**src/rtl/assert_macros.svh**
```systemverilog
// Assertion macros shared by the decimal number writer RTL.
// No dependencies; each macro expects clk and rst_n in scope.
`ifndef ASSERT_MACROS_SVH
`define ASSERT_MACROS_SVH

// Check a property on every clock edge outside reset.
`define LDNW_ASSERT(lbl, prop, msg) \
    lbl: assert property (@(posedge clk) disable iff (!rst_n) (prop)) else $error(msg);

// Check that a condition never holds outside reset.
`define LDNW_NEVER(lbl, cond, msg) \
    lbl: assert property (@(posedge clk) disable iff (!rst_n) !(cond)) else $error(msg);

`endif

```
**src/rtl/ldnw_pkg.sv**
```systemverilog
// Package for the decimal number writer: widths, LCD codes, types.
// No dependencies.
package ldnw_pkg;

    // Largest padding width honored
    localparam int MAX_DIGITS = 5;
    localparam int PAD_LIMIT  = 6;
    localparam logic [2:0] PAD_MAX =
        3'((MAX_DIGITS < PAD_LIMIT) ? MAX_DIGITS : PAD_LIMIT);

    // Value and BCD geometry
    localparam int VAL_W = 16;
    localparam int MAG_W = 15;
    localparam int NDIG  = 5;
    localparam int DIG_W = 4;
    localparam int CNT_W = $clog2(MAG_W + 1);

    // LCD bus codes
    localparam logic [7:0] CMD_LINE1  = 8'h80;
    localparam logic [7:0] LINE2_OFS  = 8'h40;
    localparam logic [7:0] CMD_LINE2  = CMD_LINE1 + LINE2_OFS;
    localparam logic [7:0] CH_ZERO    = 8'h30;
    localparam logic [7:0] CH_MINUS   = 8'h2D;
    localparam logic [3:0] LAST_COL   = 4'd15;

    typedef logic [DIG_W-1:0] digit_t;

    // Item fields handed to the sequencer
    typedef struct packed {
        logic       line2;
        logic [3:0] col;
        logic       neg;
        logic [2:0] minw;
    } ldnw_job_t;

    // Converter status and digits
    typedef struct packed {
        logic                  busy;
        logic [2:0]            ndig;
        logic [NDIG-1:0][DIG_W-1:0] digits;
    } ldnw_bcd_t;

    typedef enum logic [2:0] {
        ST_IDLE,
        ST_ADDR_SIGN,
        ST_MINUS,
        ST_JUMP_SIGN,
        ST_ADDR,
        ST_LOAD,
        ST_DIGIT,
        ST_JUMP
    } ldnw_state_t;

endpackage

```
**src/rtl/ldnw_in_if.sv**
```systemverilog
// Input channel of the decimal number writer: valid/ready plus item fields.
// Depends on nothing.
interface ldnw_in_if;
    logic        valid;
    logic        ready;
    logic        second_line;
    logic [3:0]  column;
    logic signed [15:0] value;
    logic [2:0]  min_width;

    modport source (output valid, second_line, column, value, min_width, input ready);
    modport sink   (input valid, second_line, column, value, min_width, output ready);
endinterface

```
**src/rtl/ldnw_out_if.sv**
```systemverilog
// Output channel of the decimal number writer: one LCD bus write per transfer.
// Depends on nothing.
interface ldnw_out_if;
    logic       valid;
    logic       ready;
    logic       is_data;
    logic [7:0] bus_byte;
    logic       last;

    modport source (output valid, is_data, bus_byte, last, input ready);
    modport sink   (input valid, is_data, bus_byte, last, output ready);
endinterface

```
**src/rtl/ldnw_bcd_conv.sv**
```systemverilog
// Bit-serial binary to BCD converter (shift and add-3), one bit per cycle.
// Depends on ldnw_pkg.
module ldnw_bcd_conv
    import ldnw_pkg::*;
(
    input  logic             clk,
    input  logic             rst_n,
    input  logic             start,
    input  logic [MAG_W-1:0] mag,
    output ldnw_bcd_t        bcd
);

    logic [MAG_W-1:0]        bin_reg, bin_next;
    logic [NDIG*DIG_W-1:0]   dec_reg, dec_next;
    logic [CNT_W-1:0]        cnt_reg, cnt_next;
    logic [NDIG*DIG_W-1:0]   dec_adj;
    logic [2:0]              nd;

    // Correct each digit, then shift one binary bit in
    always_comb
    begin
        for (int k = 0; k < NDIG; k++)
        begin
            if (dec_reg[k*DIG_W +: DIG_W] >= DIG_W'(5))
                dec_adj[k*DIG_W +: DIG_W] = dec_reg[k*DIG_W +: DIG_W] + DIG_W'(3);
            else
                dec_adj[k*DIG_W +: DIG_W] = dec_reg[k*DIG_W +: DIG_W];
        end
        bin_next = bin_reg;
        dec_next = dec_reg;
        cnt_next = cnt_reg;
        if (start)
        begin
            bin_next = mag;
            dec_next = '0;
            cnt_next = CNT_W'(MAG_W);
        end
        else if (cnt_reg != '0)
        begin
            dec_next = {dec_adj[NDIG*DIG_W-2:0], bin_reg[MAG_W-1]};
            bin_next = {bin_reg[MAG_W-2:0], 1'b0};
            cnt_next = cnt_reg - CNT_W'(1);
        end
    end

    always_ff @(posedge clk or negedge rst_n)
    begin
        if (!rst_n)
            cnt_reg <= '0;
        else
            cnt_reg <= cnt_next;
    end

    always_ff @(posedge clk)
    begin
        bin_reg <= bin_next;
        dec_reg <= dec_next;
    end

    // Count significant digits (zero has one)
    always_comb
    begin
        nd = 3'd1;
        for (int k = 1; k < NDIG; k++)
        begin
            if (dec_reg[k*DIG_W +: DIG_W] != '0)
                nd = 3'(k + 1);
        end
    end

    assign bcd.busy   = (cnt_reg != '0);
    assign bcd.ndig   = nd;
    assign bcd.digits = dec_reg;

endmodule

```
**src/rtl/ldnw_seq.sv**
```systemverilog
// Write sequencer: address commands, sign, digits and line jump, one write
// per transfer through an output register. Depends on ldnw_pkg, ldnw_out_if.
module ldnw_seq
    import ldnw_pkg::*;
(
    input  logic              clk,
    input  logic              rst_n,
    input  logic              start,
    input  ldnw_job_t         job,
    input  ldnw_bcd_t         bcd,
    ldnw_out_if.source        lcd
);

    ldnw_state_t state_reg, state_next;
    logic        line2_reg, line2_next;
    logic [3:0]  col_reg, col_next;
    logic [2:0]  minw_reg, minw_next;
    logic        pend_reg, pend_next;
    logic        fin_reg, fin_next;
    logic [2:0]  pos_reg, pos_next;
    logic        ovalid_reg, ovalid_next;
    logic        is_data_reg, is_data_next;
    logic [7:0]  byte_reg, byte_next;
    logic        last_reg, last_next;

    logic        free, emit, w_is_data, w_last, jmp;
    logic [7:0]  w_byte, addr_byte;
    logic [2:0]  minw_sat, width;
    digit_t      cur_digit;

    assign free      = !ovalid_reg || lcd.ready;
    assign addr_byte = (line2_reg ? CMD_LINE2 : CMD_LINE1) + {4'b0, col_reg};
    assign minw_sat  = (minw_reg > PAD_MAX) ? PAD_MAX : minw_reg;
    assign width     = (minw_sat > bcd.ndig) ? minw_sat : bcd.ndig;
    assign cur_digit = (pos_reg < 3'(NDIG)) ? bcd.digits[pos_reg] : '0;
    assign jmp       = pend_reg && (col_reg == LAST_COL);

    // Next state and the write to present
    always_comb
    begin
        state_next = state_reg;
        line2_next = line2_reg;
        col_next   = col_reg;
        minw_next  = minw_reg;
        pend_next  = pend_reg;
        fin_next   = fin_reg;
        pos_next   = pos_reg;
        emit       = 1'b0;
        w_is_data  = 1'b0;
        w_byte     = addr_byte;
        w_last     = 1'b0;
        case (state_reg)
            ST_IDLE:
            begin
                if (start)
                begin
                    line2_next = job.line2;
                    col_next   = job.col;
                    minw_next  = job.minw;
                    state_next = job.neg ? ST_ADDR_SIGN : ST_ADDR;
                end
            end
            ST_ADDR_SIGN:
            begin
                emit = 1'b1;
                if (free)
                    state_next = ST_MINUS;
            end
            ST_MINUS:
            begin
                emit      = 1'b1;
                w_is_data = 1'b1;
                w_byte    = CH_MINUS;
                if (free)
                begin
                    state_next = (!line2_reg && col_reg == LAST_COL) ? ST_JUMP_SIGN : ST_ADDR;
                    if (col_reg == LAST_COL)
                    begin
                        line2_next = 1'b1;
                        col_next   = '0;
                    end
                    else
                        col_next = col_reg + 4'd1;
                end
            end
            ST_JUMP_SIGN:
            begin
                emit   = 1'b1;
                w_byte = CMD_LINE2;
                if (free)
                    state_next = ST_ADDR;
            end
            ST_ADDR:
            begin
                emit = 1'b1;
                if (free)
                begin
                    pend_next  = !line2_reg;
                    state_next = ST_LOAD;
                end
            end
            ST_LOAD:
            begin
                // Hold until the converter has its digits
                if (!bcd.busy)
                begin
                    pos_next   = width - 3'd1;
                    fin_next   = 1'b0;
                    state_next = ST_DIGIT;
                end
            end
            ST_DIGIT:
            begin
                emit      = 1'b1;
                w_is_data = 1'b1;
                w_byte    = CH_ZERO + {4'b0, cur_digit};
                w_last    = (pos_reg == '0) && !jmp;
                if (free)
                begin
                    col_next = col_reg + 4'd1;
                    if (pos_reg == '0)
                        fin_next = 1'b1;
                    else
                        pos_next = pos_reg - 3'd1;
                    if (jmp)
                    begin
                        pend_next  = 1'b0;
                        state_next = ST_JUMP;
                    end
                    else if (pos_reg == '0)
                        state_next = ST_IDLE;
                end
            end
            ST_JUMP:
            begin
                emit   = 1'b1;
                w_byte = CMD_LINE2;
                w_last = fin_reg;
                if (free)
                    state_next = fin_reg ? ST_IDLE : ST_DIGIT;
            end
            default:
            begin
                state_next = ST_IDLE;
            end
        endcase
    end

    // Load the output register when it frees up, drop it after a transfer
    always_comb
    begin
        ovalid_next  = ovalid_reg;
        is_data_next = is_data_reg;
        byte_next    = byte_reg;
        last_next    = last_reg;
        if (emit && free)
        begin
            ovalid_next  = 1'b1;
            is_data_next = w_is_data;
            byte_next    = w_byte;
            last_next    = w_last;
        end
        else if (lcd.ready)
            ovalid_next = 1'b0;
    end

    always_ff @(posedge clk or negedge rst_n)
    begin
        if (!rst_n)
        begin
            state_reg  <= ST_IDLE;
            ovalid_reg <= 1'b0;
        end
        else
        begin
            state_reg  <= state_next;
            ovalid_reg <= ovalid_next;
        end
    end

    always_ff @(posedge clk)
    begin
        line2_reg   <= line2_next;
        col_reg     <= col_next;
        minw_reg    <= minw_next;
        pend_reg    <= pend_next;
        fin_reg     <= fin_next;
        pos_reg     <= pos_next;
        is_data_reg <= is_data_next;
        byte_reg    <= byte_next;
        last_reg    <= last_next;
    end

    assign lcd.valid    = ovalid_reg;
    assign lcd.is_data  = is_data_reg;
    assign lcd.bus_byte = byte_reg;
    assign lcd.last     = last_reg;

endmodule

```
**src/rtl/lcd_decimal_number_writer_core.sv**
```systemverilog
// The first bus write is offered from the output register, loaded once the
// sequencer has left idle. One item at a time; the bit-serial BCD converter must
// finish before digits go out, and each item writes address commands, an optional
// minus sign, its digits (padding included) and a line-two jump where needed.
// Reset (rst_n, asynchronous): clears the busy flag, converter count, sequencer state and
// output valid; no stored data survives between items.
`include "assert_macros.svh"
module lcd_decimal_number_writer_core
    import ldnw_pkg::*;
(
    input  logic        clk,
    input  logic        rst_n,
    ldnw_in_if.sink     num,
    ldnw_out_if.source  lcd
);

    logic             busy_reg, busy_next;
    logic             start;
    logic [VAL_W-1:0] neg_val;
    logic [MAG_W-1:0] mag;
    ldnw_job_t        job;
    ldnw_bcd_t        bcd;

    // Take one item at a time
    assign num.ready = !busy_reg;
    assign start     = num.valid && num.ready;

    // Magnitude, with the most negative value clamped
    assign neg_val = num.value[VAL_W-1] ? (~num.value + VAL_W'(1)) : num.value;
    assign mag     = neg_val[VAL_W-1] ? {MAG_W{1'b1}} : neg_val[MAG_W-1:0];

    assign job.line2 = num.second_line;
    assign job.col   = num.column;
    assign job.neg   = num.value[VAL_W-1];
    assign job.minw  = num.min_width;

    // Release on the transfer of the final write
    always_comb
    begin
        busy_next = busy_reg;
        if (start)
            busy_next = 1'b1;
        else if (lcd.valid && lcd.ready && lcd.last)
            busy_next = 1'b0;
    end

    always_ff @(posedge clk or negedge rst_n)
    begin
        if (!rst_n)
            busy_reg <= 1'b0;
        else
            busy_reg <= busy_next;
    end

    ldnw_bcd_conv u_conv (
        .clk   (clk),
        .rst_n (rst_n),
        .start (start),
        .mag   (mag),
        .bcd   (bcd)
    );

    ldnw_seq u_seq (
        .clk   (clk),
        .rst_n (rst_n),
        .start (start),
        .job   (job),
        .bcd   (bcd),
        .lcd   (lcd)
    );

    `LDNW_NEVER(a_out_while_idle, lcd.valid && num.ready, "bus write offered while input side idle")
    `LDNW_NEVER(a_conv_while_idle, bcd.busy && !busy_reg, "converter running with no item in flight")
    `LDNW_ASSERT(a_last_frees, (lcd.valid && lcd.ready && lcd.last) |=> num.ready, "final transfer did not free the input")

endmodule
```
**src/flat_wrapper.sv**
```systemverilog
// flat-port wrapper written by rule: the top's interface ports become plain ports
module lcd_decimal_number_writer_core_flat import ldnw_pkg::*;
  (clk, rst_n, num_valid, num_second_line, num_column, num_value, num_min_width, num_ready, lcd_valid, lcd_is_data, lcd_bus_byte, lcd_last, lcd_ready);
  ldnw_in_if num_i ();
  ldnw_out_if lcd_i ();
  input  logic clk;
  input  logic rst_n;
  input wire logic [$bits(num_i.valid)-1:0] num_valid;
  input wire logic [$bits(num_i.second_line)-1:0] num_second_line;
  input wire logic [$bits(num_i.column)-1:0] num_column;
  input wire logic [$bits(num_i.value)-1:0] num_value;
  input wire logic [$bits(num_i.min_width)-1:0] num_min_width;
  output wire logic [$bits(num_i.ready)-1:0] num_ready;
  output wire logic [$bits(lcd_i.valid)-1:0] lcd_valid;
  output wire logic [$bits(lcd_i.is_data)-1:0] lcd_is_data;
  output wire logic [$bits(lcd_i.bus_byte)-1:0] lcd_bus_byte;
  output wire logic [$bits(lcd_i.last)-1:0] lcd_last;
  input wire logic [$bits(lcd_i.ready)-1:0] lcd_ready;
  assign num_i.valid = num_valid;
  assign num_i.second_line = num_second_line;
  assign num_i.column = num_column;
  assign num_i.value = num_value;
  assign num_i.min_width = num_min_width;
  assign num_ready = num_i.ready;
  assign lcd_valid = lcd_i.valid;
  assign lcd_is_data = lcd_i.is_data;
  assign lcd_bus_byte = lcd_i.bus_byte;
  assign lcd_last = lcd_i.last;
  assign lcd_i.ready = lcd_ready;
  lcd_decimal_number_writer_core u_core (.clk(clk), .rst_n(rst_n), .num(num_i), .lcd(lcd_i));
endmodule
```
**config.mk**
```make
export PLATFORM = sky130hd
export DESIGN_NAME = lcd_decimal_number_writer_core_flat
export DESIGN_NICKNAME = d
export VERILOG_FILES = /design/src/rtl/ldnw_pkg.sv /design/src/rtl/ldnw_in_if.sv /design/src/rtl/ldnw_out_if.sv /design/src/rtl/ldnw_bcd_conv.sv /design/src/rtl/ldnw_seq.sv /design/src/rtl/lcd_decimal_number_writer_core.sv /design/src/flat_wrapper.sv
export VERILOG_INCLUDE_DIRS = /design/src /design/src/rtl
export SDC_FILE = /design/constraint.sdc
export NUM_CORES = 1
export LEC_CHECK = 0
export BUFFER_PORTS_ARGS = -buffer_cell sky130_fd_sc_hd__buf_2
export CAP_MARGIN = 10
export CORE_ASPECT_RATIO = 0.7
export CORE_UTILIZATION = 45
export DETAILED_ROUTE_END_ITERATION = 7
export PLACE_DENSITY = 0.67
export SYNTH_ARGS = -nofsm -noshare
export SYNTH_HDL_FRONTEND = slang
export SYNTH_SLANG_ARGS = --single-unit
export TNS_END_PERCENT = 1
```
**constraint.sdc**
```tcl
create_clock -name clk -period 7.3 [get_ports clk]
set_clock_uncertainty 0.15 [all_clocks]
set_input_delay 0 -clock clk [delete_from_list [all_inputs] [get_ports clk]]
set_output_delay 0 -clock clk [all_outputs]
set_load 0.05 [all_outputs]
```
# [After elaboration in Yosys (flattened, before gate mapping)]
# Cells that the tools add are included.
[totals] regBits=67 in_bits=28 out_inout_bits=12
[classes] addsub=12 magnitude_cmp=9 eq_ne=21 n_mux=64 bitwise=1 reduce_logical=36
[ops] op="$mux W3" count=22
[ops] op="$mux W4" count=12
[ops] op="$mux W15" count=3
[ops] op="$pmux W3 S8" count=1
[ops] op="$pmux W8 S3" count=1
[ops] op="$ne A2 B2 Y1 const B" count=11
[ops] op="$ge A4 B3 Y1 const B" count=5
[ops] op="$reduce_and A4 Y1" count=5
[ops] op="$reduce_bool A4 Y1" count=5
[ops] op="$add A16 B2 Y16 const B" count=1
[ops] op="$add A4 B2 Y4 const B" count=4
[ops] op="$mux W16" count=1
[ops] op="$not A16 Y16" count=1
[ops] op="$mux W1" count=15
[ops] op="$bmux W4 S3" count=1
[ops] op="$eq A3 B3 Y1 const B" count=4
[ops] op="$pmux W4 S3" count=1
[ops] op="$reduce_bool A2 Y1" count=6
[ops] op="$reduce_and A9 Y1" count=1
[ops] op="$add A8 B4 Y8" count=1
[ops] op="$pmux W1 S2" count=4
[ops] op="$add A6 B4 Y7 const A" count=1
[ops] op="$logic_and A1 B1 Y1" count=7
[ops] op="$mux W7" count=1
[ops] op="22 further kinds" count=29

# [Longest topological paths before layout]
# Gate-level depths: netlist of run 1.
[depth] ltp_word=10 depth_mapped=13

# [Cells and area by module]
# From an unflattened synthesis of run 1, not the netlist that was laid out.
[unflattened] hier_cells=460 hier_area_um2=4398.0
[modules_own_cells] module="ldnw_bcd_conv" n_inst=1 cells_each=227 area_per_inst_um2=2237.1 seq_area_each_um2=950.9
[modules_own_cells] module="ldnw_seq" n_inst=1 cells_each=162 area_per_inst_um2=1692.9 seq_area_each_um2=790.8
[modules_own_cells] module="lcd_decimal_number_writer_core" n_inst=1 cells_each=71 area_per_inst_um2=467.9 seq_area_each_um2=25.0

# [Least setup slack after synthesis of run 1]
# No wires, ideal clock.
[synth_path] path_type="register -> register" startpoint="register u_core.u_conv.dec_reg[4]" endpoint="register u_core.u_seq.pos_reg[2] (data pin)" t_arrival_ns=2.600 required_time_ns=6.892 path_slack_ns=4.292 stages_incl_launch_ff=12 synth_period_minus_slack_ns=3.008 cell_sequence="dfxtp_1 > inv_1 > ha_1 > or3b_2 > o21ai_0 > ha_1 > a211oi_1 > nor2_1 > or2_2 > a22oi_1 > ha_1 > xnor2_1"
[synth_between] elab_chain_cells=10
[synth_rtl] item="start, declared" line_no="ldnw_bcd_conv.sv:14" text="logic [NDIG*DIG_W-1:0] dec_reg, dec_next;"
[synth_rtl] item="start signal, assigned" line_no="ldnw_bcd_conv.sv:57" text="dec_reg <= dec_next;"
[synth_rtl] item="$reduce_bool A4 Y1 (*)" line_no="ldnw_bcd_conv.sv:66" text="if (dec_reg[k*DIG_W +: DIG_W] != '0)"
[synth_rtl] item="$mux W2 (*)" line_no="ldnw_bcd_conv.sv:66"
[synth_rtl] item="$mux W3 (*) (3 in series)" line_no="ldnw_bcd_conv.sv:66"
[synth_rtl] item="$gt A3 B3 Y1" line_no="ldnw_seq.sv:34" text="assign width = (minw_sat > bcd.ndig) ? minw_sat : bcd.ndig;"
[synth_rtl] item="$mux W3 (*)" line_no="ldnw_seq.sv:34"
[synth_rtl] item="$sub A3 B1 Y3 (*)" line_no="ldnw_seq.sv:107" text="pos_next = width - 3'd1;"
[synth_rtl] item="$mux W3 (*)" line_no="ldnw_seq.sv:105" text="if (!bcd.busy)"
[synth_rtl] item="$pmux W3 S2 (*)" line_no="ldnw_seq.sv:52" text="case (state_reg)"
[synth_rtl] item="net u_core.u_seq.pos_next[2]" line_no="ldnw_seq.sv:20" text="logic [2:0] pos_reg, pos_next;"
[synth_rtl] item="end signal, assigned" line_no="ldnw_seq.sv:188" text="pos_reg <= pos_next;"
[synth_rtl] item="end, declared" line_no="ldnw_seq.sv:20"
# Mark *: on every way through the listed nets, which the timed path passes. The rest lies on a longest branch. The select of a mux whose other input is x is not followed.
# A chain may end at the register's enable or synchronous reset.

# [Worst setup path after layout of run 1]
# Ends and elaborated chain as after synthesis.

==> impl_metrics.toml, run 1 <==
[status]
outcome = "finished, final reports clean"

[worst_hold_path]
min_delay_path_depth = 3
min_path_type = "in2reg"
min_from = "num_valid"
min_to = "u_core.u_conv.cnt_reg[0]$_DFFE_PN0P_"

[die]
die_y_um = 80.5
rows = 28
die_w_um = 114
io-pin-count = 40
dieArea_um2 = 9190
core-area_um2 = 8480
initial_core_util_pct = 46.7

[power]
leakagePower_nw = 1.95
peakVddDrop_mv = 0.140
powerDensity_nw_per_um2 = 416

[logic_synthesis]
synth_most_common_cell = "nand2_1"
async_flop_share_pct = 13.4
ys_ff_latch = 67
syn_nets = 485
synthCells = 439
syn_avg_cell_area_um2 = 9.02
synth_seq_area_share_pct = 44.6
synth_edf_count = 38
netlist_area_um2 = 3960
synth_common_cells = "nand2_1 (50), a21oi_1 (47), nor2_1 (45)"
yosys-top-cells-area = "edfxtp_1 (29%), dfxtp_1 (10%), a21oi_1 (5.9%)"
ys_warn_count = 0
ys.flop_type = "edfxtp_1"
synth_cell_type_count = 51
synth_top_area_share_pct = 28.8
yosysTopAreaCell = "edfxtp_1"

[global_routing]
grt_pass1_vias = 2898
grt_usage_pct = 19.8
grt_overflow_total = 0
grt_pass1_wl_mm = 14.0
antenna_found_initial = 0
grt_start_max_net_pins = 38

[route]
antenna_left = 0
postRouteWirelength_mm = 8.58
num_vias = 3264
drc_errors = 0
wl_per_cell_um = 13.8
dr.pass1.iters = 4
drtIter0Drc = 209
vias_per_cell = 5.26

[sta]
max_freq_ghz = 0.299
relSlewSlack_pct = 46.2
rsz0062_at_grt = "false"
setup-tns-final_ns = 0
setup_viol = 0
slew_violations = 0
fin_crit_ns = 3.35
hold_violations = 0
worst_slew_pin_slew_ns = 0.804
period_share_pct = 45.8

[worst_setup_path]
required_ns = 7.23
timing.rr.start = "u_core.u_conv.dec_reg[4]$_SDFFE_PP0N_"
cp_max_fo = 5
reg2regPathDepth = 11
reg2reg_to = "u_core.u_seq.pos_reg[2]$_DFFE_PP_"
reg2reg_slack_ns = 3.95
path_class = "reg2reg"
start_kind = "flop"
critPathArrivalTime_ns = 3.27
critPathCaptureType = "flop"

[clock_network]
cts_tree = "done"
root_buffer = "clkbuf_16"
cts_buffers = 9
cts_buffer_depth = 2
path_clk_slew_ns = 0.05
cts_sinks = 67
ctsHtreeMaxLevel = 3
worstSkewPairLatency_ns = 0.33

[final_layout]
nets = 541
largest_register_ffs = 20
instances_no_fill = 620
layout-drive-gt1-share_pct = 14.4
diodes = 0
synthToLayoutAreaGrowth_pct = 20.8

[flow_run]
cap_violations = 0

[place]
hpwl_mm = 5.75
gp_congestion = 0.840
placed_cells = 577
port_buffers = 39
## cell type report
cell class | instances | area [um2]
Multi-Input combinational cell | 323 | 2010
Clock inverter | 4 | 23.8
Timing Repair Buffer | 68 | 480
Tap cell | 120 | 150
Inverter | 26 | 97.6
Clock buffer | 12 | 258
Sequential cell | 67 | 1770
Fill cell | 728 | 3690
## power breakdown
group	internal [mW]	switching (mW)	total [mW]
Combinational	0.342	0.507	0.849
Sequential	0.595	0.139	0.734
Clock	0.250	0.158	0.407
Total	1.19	0.804	1.99
## cell usage in the layout (no fill, tap or decap), drive strengths merged, types with 9 or more instances in the layout
cell type     n
a21oi        47
buf          41
clkbuf       12
dfrtp         9
dfxtp        20
dlygate4sd3  27
edfxtp       38
ha           18
inv          27
nand2        50
nand2b       14
nand3        14
nor2         46
o21ai        30
xnor2        10
xor2         15
## per-stage QoR
step           hold slack (ns)  setup slack (ns)  cell area [um2]  utilization [%]  power [mW]
2_1_floorplan           -0.446              4.29             3960                -        1.39
3_3_place_gp            -0.279              4.15             4230             49.9        1.55
3_5_place_dp            -0.284              4.00             4230             49.9        1.57
4_1_cts                 0.0198              3.94             4790             56.4        2.00
5_1_grt                 0.0928              3.68             4790             56.4        2.14
6_report                0.0152              3.95             4790             56.4        1.99
## critical path, cell delays in order, from the launching register on
cell and delay (ns):
dfxtp_1 0.35, inv_1 0.09, ha_1 0.20, or3b_2 0.47, o21ai_0 0.30, ha_1 0.31
a211oi_1 0.33, nor2_1 0.14, or2_2 0.29, a22oi_1 0.19, ha_1 0.21, xnor2_1 0.07
## repair_timing
item	in CTS	in global routing
resized for setup	0	0
buffers inserted	0	0
hold endpoints to repair	34	0
hold buffers	27	0
## metal layers
metal	track usage [%]	wire length, um	up-vias
met3	6.04	373	10
met1	26.4	4190	1513
met2	31.0	3910	89
met5	0	0	-
li1	-	-	1652
met4	5.45	101	0
## worst max path at each step
stage	end	from	slack (ns)	cells after the start
after floorplan	u_core.u_seq.pos_reg[2]$_DFFE_PP_	u_core.u_conv.dec_reg[4]$_SDFFE_PP0N_	4.29	11
after global placement	u_core.u_seq.pos_reg[2]$_DFFE_PP_	u_core.u_conv.dec_reg[4]$_SDFFE_PP0N_	4.15	11
after detailed placement	u_core.u_seq.pos_reg[2]$_DFFE_PP_	u_core.u_conv.dec_reg[4]$_SDFFE_PP0N_	4.00	11
after CTS	u_core.u_seq.pos_reg[2]$_DFFE_PP_	u_core.u_conv.dec_reg[4]$_SDFFE_PP0N_	3.94	11
after global routing	u_core.u_seq.pos_reg[2]$_DFFE_PP_	u_core.u_conv.dec_reg[4]$_SDFFE_PP0N_	3.68	11
final	u_core.u_seq.pos_reg[2]$_DFFE_PP_	u_core.u_conv.dec_reg[4]$_SDFFE_PP0N_	3.95	11
## logic make-up after synthesis
kind of cell             count (synthesis)  share of synthesized area (%)
multiplexers                            11                           4.11
AND/OR/NAND/NOR                        162                           19.6
AO/OA/AOI/OAI                          107                           15.7
buffers and inverters                   49                           4.86
adder cells (fa/ha/maj)                 18                           5.69
XOR/XNOR                                25                           5.53
flip-flops                              67                           44.6
Power figures use the tool's default switching activity.
==> run 2: changes to the inputs <==
--- a/config.mk
+++ b/config.mk
@@ -11,7 +11,7 @@
 export CORE_ASPECT_RATIO = 0.7
 export CORE_UTILIZATION = 45
 export DETAILED_ROUTE_END_ITERATION = 7
-export PLACE_DENSITY = 0.67
+export PLACE_DENSITY = 0.69
 export SYNTH_ARGS = -nofsm -noshare
 export SYNTH_HDL_FRONTEND = slang
 export SYNTH_SLANG_ARGS = --single-unit
==> constraint.sdc (replaced) <==
create_clock -name clk -period 2.8 [get_ports clk]
set_clock_uncertainty 0.15 [all_clocks]
set_input_delay 0 -clock clk [delete_from_list [all_inputs] [get_ports clk]]
set_output_delay 0 -clock clk [all_outputs]
set_load 0.05 [all_outputs]
==> impl_metrics.toml, run 2 (synthesized netlist as in run 1, its figures left out) <==
[die]
dieArea_um2 = 9190
core-area_um2 = 8480
die_y_um = 80.5
io-pin-count = 40
die_w_um = 114
rows = 28
initial_core_util_pct = 46.7

[worst_setup_path]
start_kind = "flop"
cp_max_fo = 3
path_class = "reg2reg"
critPathArrivalTime_ns = 2.75
critPathCaptureType = "flop"
timing.rr.start = "u_core.u_conv.dec_reg[4]$_SDFFE_PP0N_"
reg2reg_slack_ns = -0.004
reg2regPathDepth = 13
required_ns = 2.74
reg2reg_to = "u_core.u_seq.pos_reg[1]$_DFFE_PP_"

[final_layout]
post-route-util_pct = 59.7
largest_register_ffs = 20
diodes = 0
nets = 564
layout-drive-gt1-share_pct = 21.4
synthToLayoutAreaGrowth_pct = 27.8
layout_common_cells = "nand2_1 (50), a21oi_1 (47), nor2_1 (44), buf_2 (39), edfxtp_1 (38)"
instances_no_fill = 643
final_common_cell = "nand2_1"

[power]
p_clk_share_pct = 19.3
leakagePower_nw = 2.07
finalPower_mw = 5.74
peakVddDrop_mv = 0.403
power_frac_seq_pct = 31.4
p_switching_mw = 2.25
intPower_mw = 3.49
powerDensity_nw_per_um2 = 1130
swShare_pct = 39.3
comb_power_share_pct = 49.4

[place]
port_buffers = 39
gp_congestion = 0.882
placed_cells = 597
hpwl_mm = 6.26

[sta]
worst_slew_pin_slew_ns = 0.665
hold_violations = 0
worst_slack_ns = -0.00407
slew_violations = 0
rsz0062_at_grt = "true"
hold-worst-slack_ns = 0.0129
relSlewSlack_pct = 55.5
max_freq_ghz = 0.357
fin_crit_ns = 2.80
period_share_pct = 100
setup_viol = 1

[route]
num_vias = 3465
postRouteWirelength_mm = 9.37
dr.pass1.iters = 5
m1WireLength_mm = 4.40
drtIter0Drc = 203
dr_wl_met3_um = 573
wl_met2_mm = 4.32
wl_per_cell_um = 14.6
drc_errors = 0
vias_per_cell = 5.39
antenna_left = 0
top_layer_used = "met4"

[status]
violations = "negative setup slack"
outcome = "finished, violations left"

[clock_network]
cts_tree = "done"
ctsHtreeMaxLevel = 3
worstSkewPairLatency_ns = 0.33
cts_buffer_depth = 2
path_clk_slew_ns = 0.05
cts_sinks = 67
cts_buffers = 9
root_buffer = "clkbuf_16"

[worst_hold_path]
min_from = "num_value[8]"
min_path_type = "in2reg"
min_to = "u_core.u_conv.bin_reg[8]$_DFFE_PP_"
min_delay_path_depth = 3

[global_routing]
antenna_found_initial = 0
grt_pass1_wl_mm = 15.6
grt_pass1_vias = 3269
grt_start_max_net_pins = 37
grt_overflow_total = 0
grt_usage_pct = 22.3

[flow_run]
cap_violations = 0
## run 2: final cells by class
| cell class | count | area, um2 |
|---|---|---|
| fillers | 760 | 3410 |
| clock buffers | 14 | 254 |
| well taps | 120 | 150 |
| multi-input cells | 323 | 2110 |
| repair buffers | 91 | 648 |
| inverters | 26 | 97.6 |
| flip-flops and latches | 67 | 1770 |
| clock inverters | 2 | 35.0 |
## run 2: power by group through the flow
stage / registers, mW / logic, mW / clock network [mW]
finish: 1.80 / 2.83 / 1.11
global route: 1.85 / 3.16 / 1.17
CTS: 1.79 / 2.62 / 1.13
detailed placement: 1.80 / 2.53 / 0
global placement: 1.78 / 2.48 / 0
floorplan: 2.00 / 1.66 / 0
## run 2: worst max-delay path: stages, from the launching register on
cell	delay [ns]
dfxtp_2	0.32
inv_2	0.07
ha_4	0.13
or3b_4	0.40
nand3_2	0.09
a21o_1	0.20
ha_4	0.23
nand3_2	0.06
o21ai_2	0.06
nor2_2	0.18
mux2i_1	0.21
mux2i_1	0.10
ha_2	0.34
inv_1	0.04
## run 2: repair_timing
item	CTS	global route
setup buffers	2	3
resized for setup	8	8
pin swaps	8	9
hold endpoints to repair	33	0
setup endpoints to repair	2	2
hold buffers	25	0
## run 2: per-layer routing
metal / vias up / GRT usage (%)
li1: 1694 / -
met1: 1652 / 29.2
met2: 112 / 36.2
met3: 7 / 6.94
met4: 0 / 5.32
met5: - / 0
## run 2: how the worst max path moves through the flow
stage / startpoint / to
after floorplan: u_core.u_conv.dec_reg[4]$_SDFFE_PP0N_ / u_core.u_seq.pos_reg[2]$_DFFE_PP_
after global routing: u_core.u_conv.dec_reg[4]$_SDFFE_PP0N_ / u_core.u_seq.pos_reg[1]$_DFFE_PP_
final: u_core.u_conv.dec_reg[4]$_SDFFE_PP0N_ / u_core.u_seq.pos_reg[1]$_DFFE_PP_
after global placement: u_core.u_conv.dec_reg[5]$_SDFFE_PP0N_ / u_core.u_seq.pos_reg[1]$_DFFE_PP_
after CTS: u_core.u_conv.dec_reg[4]$_SDFFE_PP0N_ / u_core.u_seq.pos_reg[2]$_DFFE_PP_
after detailed placement: u_core.u_conv.dec_reg[4]$_SDFFE_PP0N_ / u_core.u_seq.pos_reg[1]$_DFFE_PP_
## run 2: per-stage QoR
step | setup TNS (ns) | cell area (um2) | setup slack, ns
4_1_cts | 0 | 4970 | 0.00836
5_1_grt | -0.261 | 5060 | -0.148
3_5_place_dp | -0.157 | 4410 | -0.0962
2_1_floorplan | 0 | 3980 | 0.0374
6_report | -0.00407 | 5060 | -0.00407
3_3_place_gp | -0.00701 | 4410 | -0.00701
